[config.mk]
export PLATFORM = sky130hd
export DESIGN_NAME = sliding_window_rms
export DESIGN_NICKNAME = d
export VERILOG_FILES = /design/src/swrms_pkg.sv /design/src/sliding_window_rms.sv /design/src/swrms_front.sv /design/src/swrms_queue.sv /design/src/swrms_back.sv
export SDC_FILE = /design/constraint.sdc
export NUM_CORES = 2
export LEC_CHECK = 0
export BUFFER_PORTS_ARGS = -buffer_cell sky130_fd_sc_hd__buf_2
export CORE_ASPECT_RATIO = 0.7
export CORE_UTILIZATION = 60
export DETAILED_ROUTE_END_ITERATION = 8
export GPL_TIMING_DRIVEN = 0
export PLACE_DENSITY = 0.87
export SLEW_MARGIN = 20
export SYNTH_ARGS = -nofsm -noshare
export SYNTH_HDL_FRONTEND = slang
export SYNTH_SLANG_ARGS = --single-unit
[constraint.sdc]
create_clock -name clk -period 10.65 [get_ports clk]
set_input_delay 0.5325 -clock clk [delete_from_list [all_inputs] [get_ports clk]]
set_output_delay 0.5325 -clock clk [all_outputs]
set_load 0.02 [all_outputs]
[src/swrms_pkg.sv]
// Shared types and constants for the sliding window RMS block.
`default_nettype none

package swrms_pkg;

  localparam int SAMPLE_W   = 16;
  localparam int MAG_W      = 17;
  localparam int MS_W       = 31;
  localparam int RMS_W      = 16;
  localparam int ROOT_STEPS = 16;

  typedef struct packed {
    logic signed [SAMPLE_W-1:0] sample;
    logic                       restart;
    logic                       range_end;
  } in_item_t;

  typedef struct packed {
    logic [RMS_W-1:0] rms_value;
    logic [MS_W-1:0]  mean_square;
    logic             is_final;
  } out_item_t;

  typedef enum logic {
    FS_IDLE,
    FS_UPDATE
  } front_state_t;

  typedef enum logic [1:0] {
    BS_IDLE,
    BS_DIV,
    BS_ROOT,
    BS_HOLD
  } back_state_t;

endpackage

`default_nettype wire

[src/sliding_window_rms.sv]
// Top level of the sliding window RMS block.
// Moving RMS over the last WINDOW samples, kept as a running sum of squares.
// Input channel: item_valid / item_stall with item (sample, restart,
// range_end). Output channel: result_valid / result_stall with result
// (rms_value, mean_square, is_final). An item moves when valid is high and
// stall is low. restart clears the window before its own sample is taken.
// Every item gives exactly one result, in order.
// Front end: ring read at accept, then sum update and ring write; it takes
// no new item during the update. Back end: a pop, three reciprocal multiply
// steps for the division by WINDOW, 16 root steps and an output hold state.
// The back end pops a new item only after its result is accepted, and so
// sets the rate.
// A two-entry queue sits between the two ends, so samples are still taken
// while a result waits on result_stall; when the queue is full, item_stall
// rises. The result is held steady while stalled.
// Reset empties the window at once through a fill count; no clearing pass.
`default_nettype none

module sliding_window_rms #(
  parameter int WINDOW = 16
) (
  input  wire logic                 clk,
  input  wire logic                 rst,
  input  wire logic                 item_valid,
  output logic                      item_stall,
  input  wire swrms_pkg::in_item_t  item,
  output logic                      result_valid,
  input  wire logic                 result_stall,
  output swrms_pkg::out_item_t      result
);

  localparam int SUM_W = swrms_pkg::MS_W + $clog2(WINDOW);

  logic             push;
  logic [SUM_W:0]   push_data;
  logic             q_full;
  logic             pop_valid;
  logic             pop_stall;
  logic [SUM_W:0]   pop_data;

  swrms_front #(.WINDOW(WINDOW)) u_front (
    .clk        (clk),
    .rst        (rst),
    .item_valid (item_valid),
    .item_stall (item_stall),
    .item       (item),
    .push       (push),
    .push_data  (push_data),
    .q_full     (q_full)
  );

  swrms_queue #(.DATA_W(SUM_W + 1)) u_queue (
    .clk       (clk),
    .rst       (rst),
    .push      (push),
    .push_data (push_data),
    .full      (q_full),
    .pop_valid (pop_valid),
    .pop_stall (pop_stall),
    .pop_data  (pop_data)
  );

  swrms_back #(.WINDOW(WINDOW)) u_back (
    .clk          (clk),
    .rst          (rst),
    .pop_valid    (pop_valid),
    .pop_stall    (pop_stall),
    .pop_data     (pop_data),
    .result_valid (result_valid),
    .result_stall (result_stall),
    .result       (result)
  );

endmodule

`default_nettype wire

[src/swrms_front.sv]
// Front end: accepts samples, squares them and keeps the ring and running sum.
`default_nettype none

module swrms_front #(
  parameter int WINDOW = 16
) (
  input  wire logic                 clk,
  input  wire logic                 rst,
  input  wire logic                 item_valid,
  output logic                      item_stall,
  input  wire swrms_pkg::in_item_t  item,
  output logic                      push,
  output logic [swrms_pkg::MS_W + $clog2(WINDOW):0] push_data,
  input  wire logic                 q_full
);

  localparam int SUM_W = swrms_pkg::MS_W + $clog2(WINDOW);
  localparam int SLW   = $clog2(WINDOW);
  localparam int FW    = $clog2(WINDOW + 1);

  swrms_pkg::front_state_t state, state_next;

  logic [SLW-1:0]             slot;
  logic [FW-1:0]              fill;
  logic [SUM_W-1:0]           sum;
  logic [swrms_pkg::MS_W-1:0] sq;
  logic                       last;
  logic                       restart_q;
  logic [swrms_pkg::MS_W-1:0] rd_data;
  logic [swrms_pkg::MS_W-1:0] ring [WINDOW];

  logic                       accept;
  logic [SLW-1:0]             rd_addr;
  logic [swrms_pkg::MAG_W-1:0] ext, mag;
  logic [2*swrms_pkg::MAG_W-1:0] prod;
  logic [SLW-1:0]             cur_slot;
  logic [FW-1:0]              cur_fill;
  logic [SUM_W-1:0]           cur_sum;
  logic [swrms_pkg::MS_W-1:0] old;
  logic [SUM_W-1:0]           sum_new;

  assign accept = item_valid && !item_stall;

  // magnitude and exact square of the incoming sample
  always_comb begin
    ext  = {item.sample[swrms_pkg::SAMPLE_W-1], item.sample};
    mag  = ext[swrms_pkg::MAG_W-1] ? (~ext + swrms_pkg::MAG_W'(1)) : ext;
    prod = {{swrms_pkg::MAG_W{1'b0}}, mag} * {{swrms_pkg::MAG_W{1'b0}}, mag};
  end

  assign rd_addr = item.restart ? '0 : slot;

  // restart folds in here: cleared window means slot 0, empty fill, zero sum
  always_comb begin
    cur_slot = restart_q ? '0 : slot;
    cur_fill = restart_q ? '0 : fill;
    cur_sum  = restart_q ? '0 : sum;
    // slots at or past the fill count were not written since the last clear
    old      = (FW'(cur_slot) < cur_fill) ? rd_data : '0;
    sum_new  = cur_sum - SUM_W'(old) + SUM_W'(sq);
  end

  // next state
  always_comb begin
    state_next = state;
    case (state)
      swrms_pkg::FS_IDLE:   if (accept) state_next = swrms_pkg::FS_UPDATE;
      swrms_pkg::FS_UPDATE: state_next = swrms_pkg::FS_IDLE;
      default:              state_next = swrms_pkg::FS_IDLE;
    endcase
  end

  // outputs
  always_comb begin
    item_stall = 1'b1;
    push       = 1'b0;
    case (state)
      swrms_pkg::FS_IDLE:   item_stall = q_full;
      swrms_pkg::FS_UPDATE: push = 1'b1;
      default: begin
        item_stall = 1'b1;
        push       = 1'b0;
      end
    endcase
  end

  assign push_data = {last, sum_new};

  // control state
  always_ff @(posedge clk) begin
    if (rst) begin
      state <= swrms_pkg::FS_IDLE;
      slot  <= '0;
      fill  <= '0;
      sum   <= '0;
    end else begin
      state <= state_next;
      if (state == swrms_pkg::FS_UPDATE) begin
        sum  <= sum_new;
        slot <= (cur_slot == SLW'(WINDOW - 1)) ? '0 : cur_slot + SLW'(1);
        fill <= (cur_fill == FW'(WINDOW)) ? cur_fill : cur_fill + FW'(1);
      end
    end
  end

  // captured item fields
  always_ff @(posedge clk) begin
    if (accept) begin
      sq        <= prod[swrms_pkg::MS_W-1:0];
      last      <= item.range_end;
      restart_q <= item.restart;
    end
  end

  // square ring memory, registered read at accept
  always_ff @(posedge clk) begin
    if (accept) rd_data <= ring[rd_addr];
    if (state == swrms_pkg::FS_UPDATE) ring[cur_slot] <= sq;
  end

endmodule

`default_nettype wire

[src/swrms_queue.sv]
// Two-entry queue between the front end and the back end.
`default_nettype none

module swrms_queue #(
  parameter int DATA_W = 36
) (
  input  wire logic              clk,
  input  wire logic              rst,
  input  wire logic              push,
  input  wire logic [DATA_W-1:0] push_data,
  output logic                   full,
  output logic                   pop_valid,
  input  wire logic              pop_stall,
  output logic [DATA_W-1:0]      pop_data
);

  logic [DATA_W-1:0] entry [2];
  logic              wr_ptr;
  logic              rd_ptr;
  logic [1:0]        count;
  logic              pop;

  assign full      = (count == 2'd2);
  assign pop_valid = (count != 2'd0);
  assign pop       = pop_valid && !pop_stall;
  assign pop_data  = entry[rd_ptr];

  always_ff @(posedge clk) begin
    if (rst) begin
      wr_ptr <= 1'b0;
      rd_ptr <= 1'b0;
      count  <= 2'd0;
    end else begin
      if (push && !full) wr_ptr <= ~wr_ptr;
      if (pop) rd_ptr <= ~rd_ptr;
      count <= count + 2'((push && !full) ? 1 : 0) - 2'(pop ? 1 : 0);
    end
  end

  always_ff @(posedge clk) begin
    if (push && !full) entry[wr_ptr] <= push_data;
  end

endmodule

`default_nettype wire

[src/swrms_back.sv]
// Back end: divides the running sum by the window and takes its square root.
`default_nettype none

module swrms_back #(
  parameter int WINDOW = 16
) (
  input  wire logic                  clk,
  input  wire logic                  rst,
  input  wire logic                  pop_valid,
  output logic                       pop_stall,
  input  wire logic [swrms_pkg::MS_W + $clog2(WINDOW):0] pop_data,
  output logic                       result_valid,
  input  wire logic                  result_stall,
  output swrms_pkg::out_item_t       result
);

  localparam int SUM_W   = swrms_pkg::MS_W + $clog2(WINDOW);
  localparam int SHIFT   = SUM_W + $clog2(WINDOW);
  localparam int CHUNK_W = 16;
  localparam int NCHUNK  = (SUM_W + CHUNK_W) / CHUNK_W;
  localparam int RCP_W   = NCHUNK * CHUNK_W;
  localparam int ACC_W   = SUM_W + RCP_W;
  localparam int CW      = $clog2(swrms_pkg::ROOT_STEPS);
  localparam int MS_W    = swrms_pkg::MS_W;
  // ceil(2^SHIFT / WINDOW): gives the exact floor quotient for any SUM_W-bit sum
  localparam logic [RCP_W-1:0] RECIP =
    RCP_W'(((64'd1 << SHIFT) + 64'(WINDOW - 1)) / 64'(WINDOW));

  swrms_pkg::back_state_t state, state_next;

  logic [CW-1:0]    cnt;
  logic [SUM_W-1:0] dvd;
  logic [RCP_W-1:0] rcp;
  logic [ACC_W-1:0] acc;
  logic             last;
  logic [MS_W-1:0]  mean;
  logic [MS_W-1:0]  v;
  logic [MS_W:0]    res;
  logic [MS_W-1:0]  rbit;

  logic [SUM_W+CHUNK_W-1:0] part;
  logic [ACC_W-1:0] acc_next;
  logic [MS_W:0]    rsum;
  logic             rtake;
  logic [MS_W:0]    res_next;

  // reciprocal multiply, one CHUNK_W-bit slice per cycle, top slice first
  always_comb begin
    part     = {{CHUNK_W{1'b0}}, dvd} * {{SUM_W{1'b0}}, rcp[RCP_W-1 -: CHUNK_W]};
    acc_next = {acc[ACC_W-CHUNK_W-1:0], {CHUNK_W{1'b0}}} + ACC_W'(part);
  end

  // one root digit per cycle
  always_comb begin
    rsum     = res + {1'b0, rbit};
    rtake    = ({1'b0, v} >= rsum);
    res_next = rtake ? ((res >> 1) + {1'b0, rbit}) : (res >> 1);
  end

  // next state
  always_comb begin
    state_next = state;
    case (state)
      swrms_pkg::BS_IDLE: if (pop_valid) state_next = swrms_pkg::BS_DIV;
      swrms_pkg::BS_DIV:  if (cnt == '0) state_next = swrms_pkg::BS_ROOT;
      swrms_pkg::BS_ROOT: if (cnt == '0) state_next = swrms_pkg::BS_HOLD;
      swrms_pkg::BS_HOLD: if (!result_stall) state_next = swrms_pkg::BS_IDLE;
      default:            state_next = swrms_pkg::BS_IDLE;
    endcase
  end

  // outputs
  always_comb begin
    pop_stall    = 1'b1;
    result_valid = 1'b0;
    case (state)
      swrms_pkg::BS_IDLE: pop_stall = 1'b0;
      swrms_pkg::BS_HOLD: result_valid = 1'b1;
      default: begin
        pop_stall    = 1'b1;
        result_valid = 1'b0;
      end
    endcase
  end

  always_ff @(posedge clk) begin
    if (rst) state <= swrms_pkg::BS_IDLE;
    else     state <= state_next;
  end

  // datapath registers
  always_ff @(posedge clk) begin
    case (state)
      swrms_pkg::BS_IDLE: begin
        dvd  <= pop_data[SUM_W-1:0];
        last <= pop_data[SUM_W];
        acc  <= '0;
        rcp  <= RECIP;
        cnt  <= CW'(NCHUNK - 1);
      end
      swrms_pkg::BS_DIV: begin
        acc  <= acc_next;
        rcp  <= rcp << CHUNK_W;
        cnt  <= cnt - CW'(1);
        if (cnt == '0) begin
          mean <= acc_next[SHIFT +: MS_W];
          v    <= acc_next[SHIFT +: MS_W];
          res  <= '0;
          rbit <= MS_W'(1) << (MS_W - 1);
          cnt  <= CW'(swrms_pkg::ROOT_STEPS - 1);
        end
      end
      swrms_pkg::BS_ROOT: begin
        if (rtake) v <= v - rsum[MS_W-1:0];
        res  <= res_next;
        rbit <= rbit >> 2;
        cnt  <= cnt - CW'(1);
        if (cnt == '0) begin
          result.rms_value   <= res_next[swrms_pkg::RMS_W-1:0];
          result.mean_square <= mean;
          result.is_final    <= last;
        end
      end
      default: ;
    endcase
  end

endmodule

`default_nettype wire

After elaboration in Yosys (flattened, before gate mapping). Memory sizes are Yosys's and may differ from the RTL's. A register that Yosys moved wholly into a read port is not among the register bits. Cells that the tools add are included.

Memory bits (writable): 568. Input port bits: 22. Word-level logic and storage cells: 105. Memories kept: 2. Output and inout port bits: 50. Flip-flop bits (word level): 363.

Memory list: u_front.ring (depth 16, width 31, rd ports 1, clocked after memory_dff 1, write ports 1, line swrms_front.sv:30) `logic [swrms_pkg::MS_W-1:0] ring [WINDOW];`; u_queue.entry (depth 2, width 36, rd ports 1, clocked after memory_dff 1, write ports 1, line swrms_queue.sv:17) `logic [DATA_W-1:0] entry [2];`.

Multiply operators: 2. Eq/ne operators: 11. Magnitude comparators: 2. Add/sub/neg operators: 12. Reduce and logical (&&, ||, !) cells: 16. Muxes and demuxes: 35. Bitwise logic cells: 4.

Operator list (number): $mux 31 (4); $pmux 31 s2 (2); $pmux 54 s2 (1); $pmux 48 s2 (1); $add 70x51->70 (1); $mux 32 (2); $pmux 32 s2 (1); $mul 35x16->51 (1); $add 35x31->35 (1); $mux 35 (1); $sub 35x31->35 (1); $add 31x31->32 (1); $add 32x31->32 (1); $ge 31x32->1 (1); $mul 17x17->31 (1); $sub 31x31->31 (1); $add 17x1->17 const B (1); $mux 17 (1); $not 17->17 (1); $mux 4 (4); $pmux 4 s3 (1); $mux 5 (2); $mux 1 (9); $mux 2 (4); 24 further kinds (38).

Longest topological paths before layout.
Word-level depth: 6. Mapped depth: 31. Mapped depth without buffers: 29.

Cells and area by module. A second synthesis with hierarchy kept.

Cells, all modules: 4306. Area, all modules: 51956.1 um^2.

By module, submodules not included: swrms_front (area each 34179.0 um^2, cells each 2874, sequential area each 17176.5 um^2, instances 1); swrms_back (area each 14926.8 um^2, cells each 1290, sequential area each 7547.2 um^2, instances 1); swrms_queue (area each 2850.2 um^2, cells each 142, sequential area each 2262.2 um^2, instances 1).

Worst setup path before layout. Ideal clock, no wire load.

Path type: input -> register. Start point: input item[2] (netlist bit). End point: register u_front.sq[29] (netlist bit) (data pin). Data required time: 10.385 ns. Cell stages on the path: 29. Path buffers: 2. Slack: 2.720 ns. Data arrival time: 7.665 ns. Library setup time: 0.265 ns. Path through: clkbuf_1 inv_1 clkbuf_1 ha_1 nand2_1 o41ai_1 xnor2_1 clkinv_1 nor2_1 fa_1 inv_1 fa_1 fa_1 inv_1 fa_1 fa_1 inv_1 fa_1 inv_1 ha_1 a21o_1 a21o_1 a22o_1 a21oi_1 a211oi_1 a2111o_1 a21oi_1 o21ai_0 xor2_1.

Word-level cells in the longest chain between the ends: 4.

RTL lines: start: declaration (line sliding_window_rms.sv:26) `input wire swrms_pkg::in_item_t item,`; $not 17->17 (line swrms_front.sv:47) `mag = ext[swrms_pkg::MAG_W-1] ? (~ext + swrms_pkg::MAG_W'(1)) : ext;`; $add 17x1->17 (line swrms_front.sv:47); $mux 17 * (line swrms_front.sv:47); $mul 17x17->31 * (line swrms_front.sv:48) `prod = {{swrms_pkg::MAG_W{1'b0}}, mag} * {{swrms_pkg::MAG_W{1'b0}}, mag};`; via u_front.prod (one bit) (line swrms_front.sv:35) `logic [2*swrms_pkg::MAG_W-1:0] prod;`; end signal: assignment (line swrms_front.sv:109) `sq <= prod[swrms_pkg::MS_W-1:0];`; end: declaration (line swrms_front.sv:26) `logic [swrms_pkg::MS_W-1:0] sq;`.

The timed path passes the listed nets; every way through them passes the cells marked *. A chain may end at the register's enable or synchronous reset.

Final worst setup path.
Start point: input item[2] (netlist bit). End point: register u_front.sq[30] (netlist bit) (data pin).

Same word-level chain as after synthesis.

==> summary.txt <==
Layout
  • Post-Layout Cell Count: 5309
  • Fill cells: 5435
  • Layout area overhead: 10.73%
  • Fin area: 0.05629 sq mm
  • Share of cells above drive strength 1: 0.1171
  • Final #Nets: 4630

Detailed routing
  • DRT Pass-1 Iters: 7
  • Vias/cell: 6.270
  • DRC violation total after the first TritonRoute iteration: 4489
  • DRC errors left: 0
  • DR vias: 33290
  • Post-DRT Antenna Nets: 0
  • Routed WL per cell: 23.79 um
  • Routed WL: 126300 um

STA
  • Setup TNS: 0 ns
  • Tcrit/Tclk final: 0.8931
  • Max Slew Vio Count: 0
  • Final setup vio count: 0
  • Worst slew pin tran: 1.194 ns
  • Final Hold Viols: 0
  • RSZ-0062 raised after global routing: no
  • Highest clock rate: 105.1 MHz
  • Fin crit period: 9.511 ns
  • Headroom to the max-slew limit: 0.2017
  • Clk_skew: 0.03078 ns

Clock network
  • Clock Sinks: 915
  • Clock Tree Root: clkbuf_16
  • Clock transition at path regs: 0.07 ns
  • Num CTS Buffers: 85
  • # H-tree levels: 3
  • Hold-fix buffers at CTS: 0
  • CTS resizes: 0
  • CTS tree: done
  • Clk Latency, worst-skew pair: 0.68 ns
  • Setup bufs post-CTS: 0
  • Longest Clk Path Bufs: 3

Worst setup path
  • Worst path max stage delay: 0.73 ns
  • Worst setup path class: primary input to flop
  • Buf/Inv on CP: 8
  • CP arrival: 9.88 ns
  • Critical Path Fanout Max: 10
  • Element type at the critical path start: primary input
  • Critical path's top delay family: adder cells
  • CP Data Required Time: 11.02 ns
  • Most frequent CP cell: fa_1
  • CP max-delay cell: xnor2_1
  • Worst setup EP type: flop

GRT
  • Initial antenna violation count: 0
  • Largest net degree at the start of global routing: 53
  • Grt ovf: 0
  • Global-route wire length before repair: 193000 um
  • Vias in the first global route: 33040
  • Total track usage: 0.2985

Yosys
  • Post-synthesis sequential area ratio: 0.5305
  • Cell variety after synth: 91
  • Mapped cell area: 0.05083 sq mm
  • Area contributors post-synth: edfxtp_1 51%, fa_1 8.8%, ha_1 6.6%
  • Area leader, netlist: edfxtp_1
  • Top_reg_cell synth: edfxtp_1
  • Post-synth EDFFs: 864
  • Async SR Flop Fraction: 0
  • Flops & latches, synth: 915
  • Gate Count Post-Synth: 3904
  • Share of the synthesized area in the top cell type: 0.5104
  • YS warnings: 0
  • Mapped Avg Cell Area: 13.02 sq um

Placement
  • Gpl congestion: 0.9756
  • Inst Count DP: 5155
  • Dpl hpwl: 90060 um
  • Number of port buffers: 71
  • Area after DPL: 0.05340 sq mm

Min path
  • Worst min path class: primary input to flop

Floorplan
  • Site Rows: 88
  • Die H: 245.5 um
  • Initial core utilization: 0.6115
  • Die area: 0.08591 sq mm
  • Ports: 72
  • Die X: 349.9 um
  • Core Area: 0.08313 sq mm

Job
  • MaxCap Viol Count: 0

Outcome
  • Status: finished clean
-- synth_stat cells, types with 48 or more instances --
| library cell | count |
|---|---|
| mux2_2 | 55 |
| fa_1 | 224 |
| clkbuf_1 | 95 |
| xnor2_1 | 127 |
| mux4_2 | 120 |
| xor2_1 | 75 |
| a21o_1 | 71 |
| o21ai_0 | 80 |
| a31oi_1 | 62 |
| inv_1 | 442 |
| edfxtp_1 | 864 |
| nor2_1 | 224 |
| ha_1 | 267 |
| dfxtp_1 | 51 |
| nand2_1 | 314 |
| and2_1 | 88 |
| and3_1 | 48 |
| a21oi_1 | 122 |
| nor2b_1 | 62 |
| a211oi_1 | 50 |
-- path summary, 6_finish.rpt --
check                           cells after the start         startpoint  slack (ns)                    to
worst max-delay path                               29            item[2]        1.14        u_front.sq[30]
worst min-delay path                                1            item[0]        0.06          u_front.last
worst max register to register                     22  u_front.restart_q        2.79  u_queue.entry[1][19]
worst min register to register                      0     u_back.mean[9]        0.41     u_back.result[10]
-- metrics by stage --
stage | utilization | hold WS (ns) | worst slack, ns
floorplan | - | 0.4003 | 2.720
global placement | 0.6341 | 0.4004 | 0.3509
detailed placement | 0.6424 | 0.4045 | 0.7136
CTS | 0.6770 | 0.03925 | 1.378
global route | 0.6770 | 0.05198 | 0.8394
finish | 0.6771 | 0.05746 | 1.139
-- area by class of cell --
| class | count | area (sq um) | area share |
|---|---|---|---|
| inverter | 450 | 1689 | 0.03001 |
| sequential | 915 | 26970 | 0.4791 |
| tap | 1125 | 1408 | 0.02501 |
| multi-input combinational | 2440 | 21940 | 0.3898 |
| timing repair buffer | 94 | 860.8 | 0.01529 |
| antenna | 1 | 2.502 | 0.00004446 |
| clock buffer | 99 | 2242 | 0.03984 |
| buffer | 131 | 536.8 | 0.009537 |
| clock inverter | 54 | 639.4 | 0.01136 |
-- cells in the final DEF, fill, tap and decap left out, drive strengths merged, types with 124 or more instances in the layout --
cell type,Yosys,final
fa,224,224
nand2,314,314
edfxtp,864,864
buf,36,129
nor2,227,227
inv,445,449
a21oi,124,124
ha,267,267
xnor2,127,127
clkbuf,95,195
-- metal layers --
metal	vias up	wire, um	global-route usage
met4	0	4767	0.1036
met5	-	0	0
met1	16400	50960	0.4342
met3	390	15500	0.07103
li1	14380	-	-
met2	2121	55070	0.4426
-- registers in the layout, indices dropped and copies added, names as in the netlist, 32 cells and up --
signal / cells
u_queue.entry: 72
u_back.acc: 51
u_back.res: 32
u_front.sum: 35
u_back.result: 48
u_front.ring: 480
u_back.dvd: 35
-- worst reg2reg max path, stage by stage, from the launching register on --
cell and delay, ns:
edfxtp_1 0.36, clkbuf_1 0.27, inv_1 0.30, clkbuf_1 0.55
nand2_1 0.24, ha_1 0.33, a21boi_0 0.19, o21ai_0 0.14
nand2b_1 0.11, a21oi_1 0.08, a21oi_1 0.46, clkbuf_1 0.67
nor2b_1 0.23, fa_1 0.55, inv_1 0.04, ha_1 0.33
a2111oi_1 1.02, a21oi_1 0.33, a21o_1 0.30, a311o_1 0.34
a21oi_1 0.39, nor2b_1 0.23, xnor2_1 0.12
-- kinds of logic after synthesis --
group / share of synthesized area
other: 0.0001477
AOI/OAI and AO/OA: 0.07352
buffers and inverters: 0.04377
adders and majority gates: 0.1539
muxes: 0.07409
DFF: 0.5305
and+or+nand+nor: 0.08923
xor gates and xnor gates: 0.03481
Power is not shown: default switching activity piles up to over one toggle a cycle in this logic, so the estimate is an artifact.
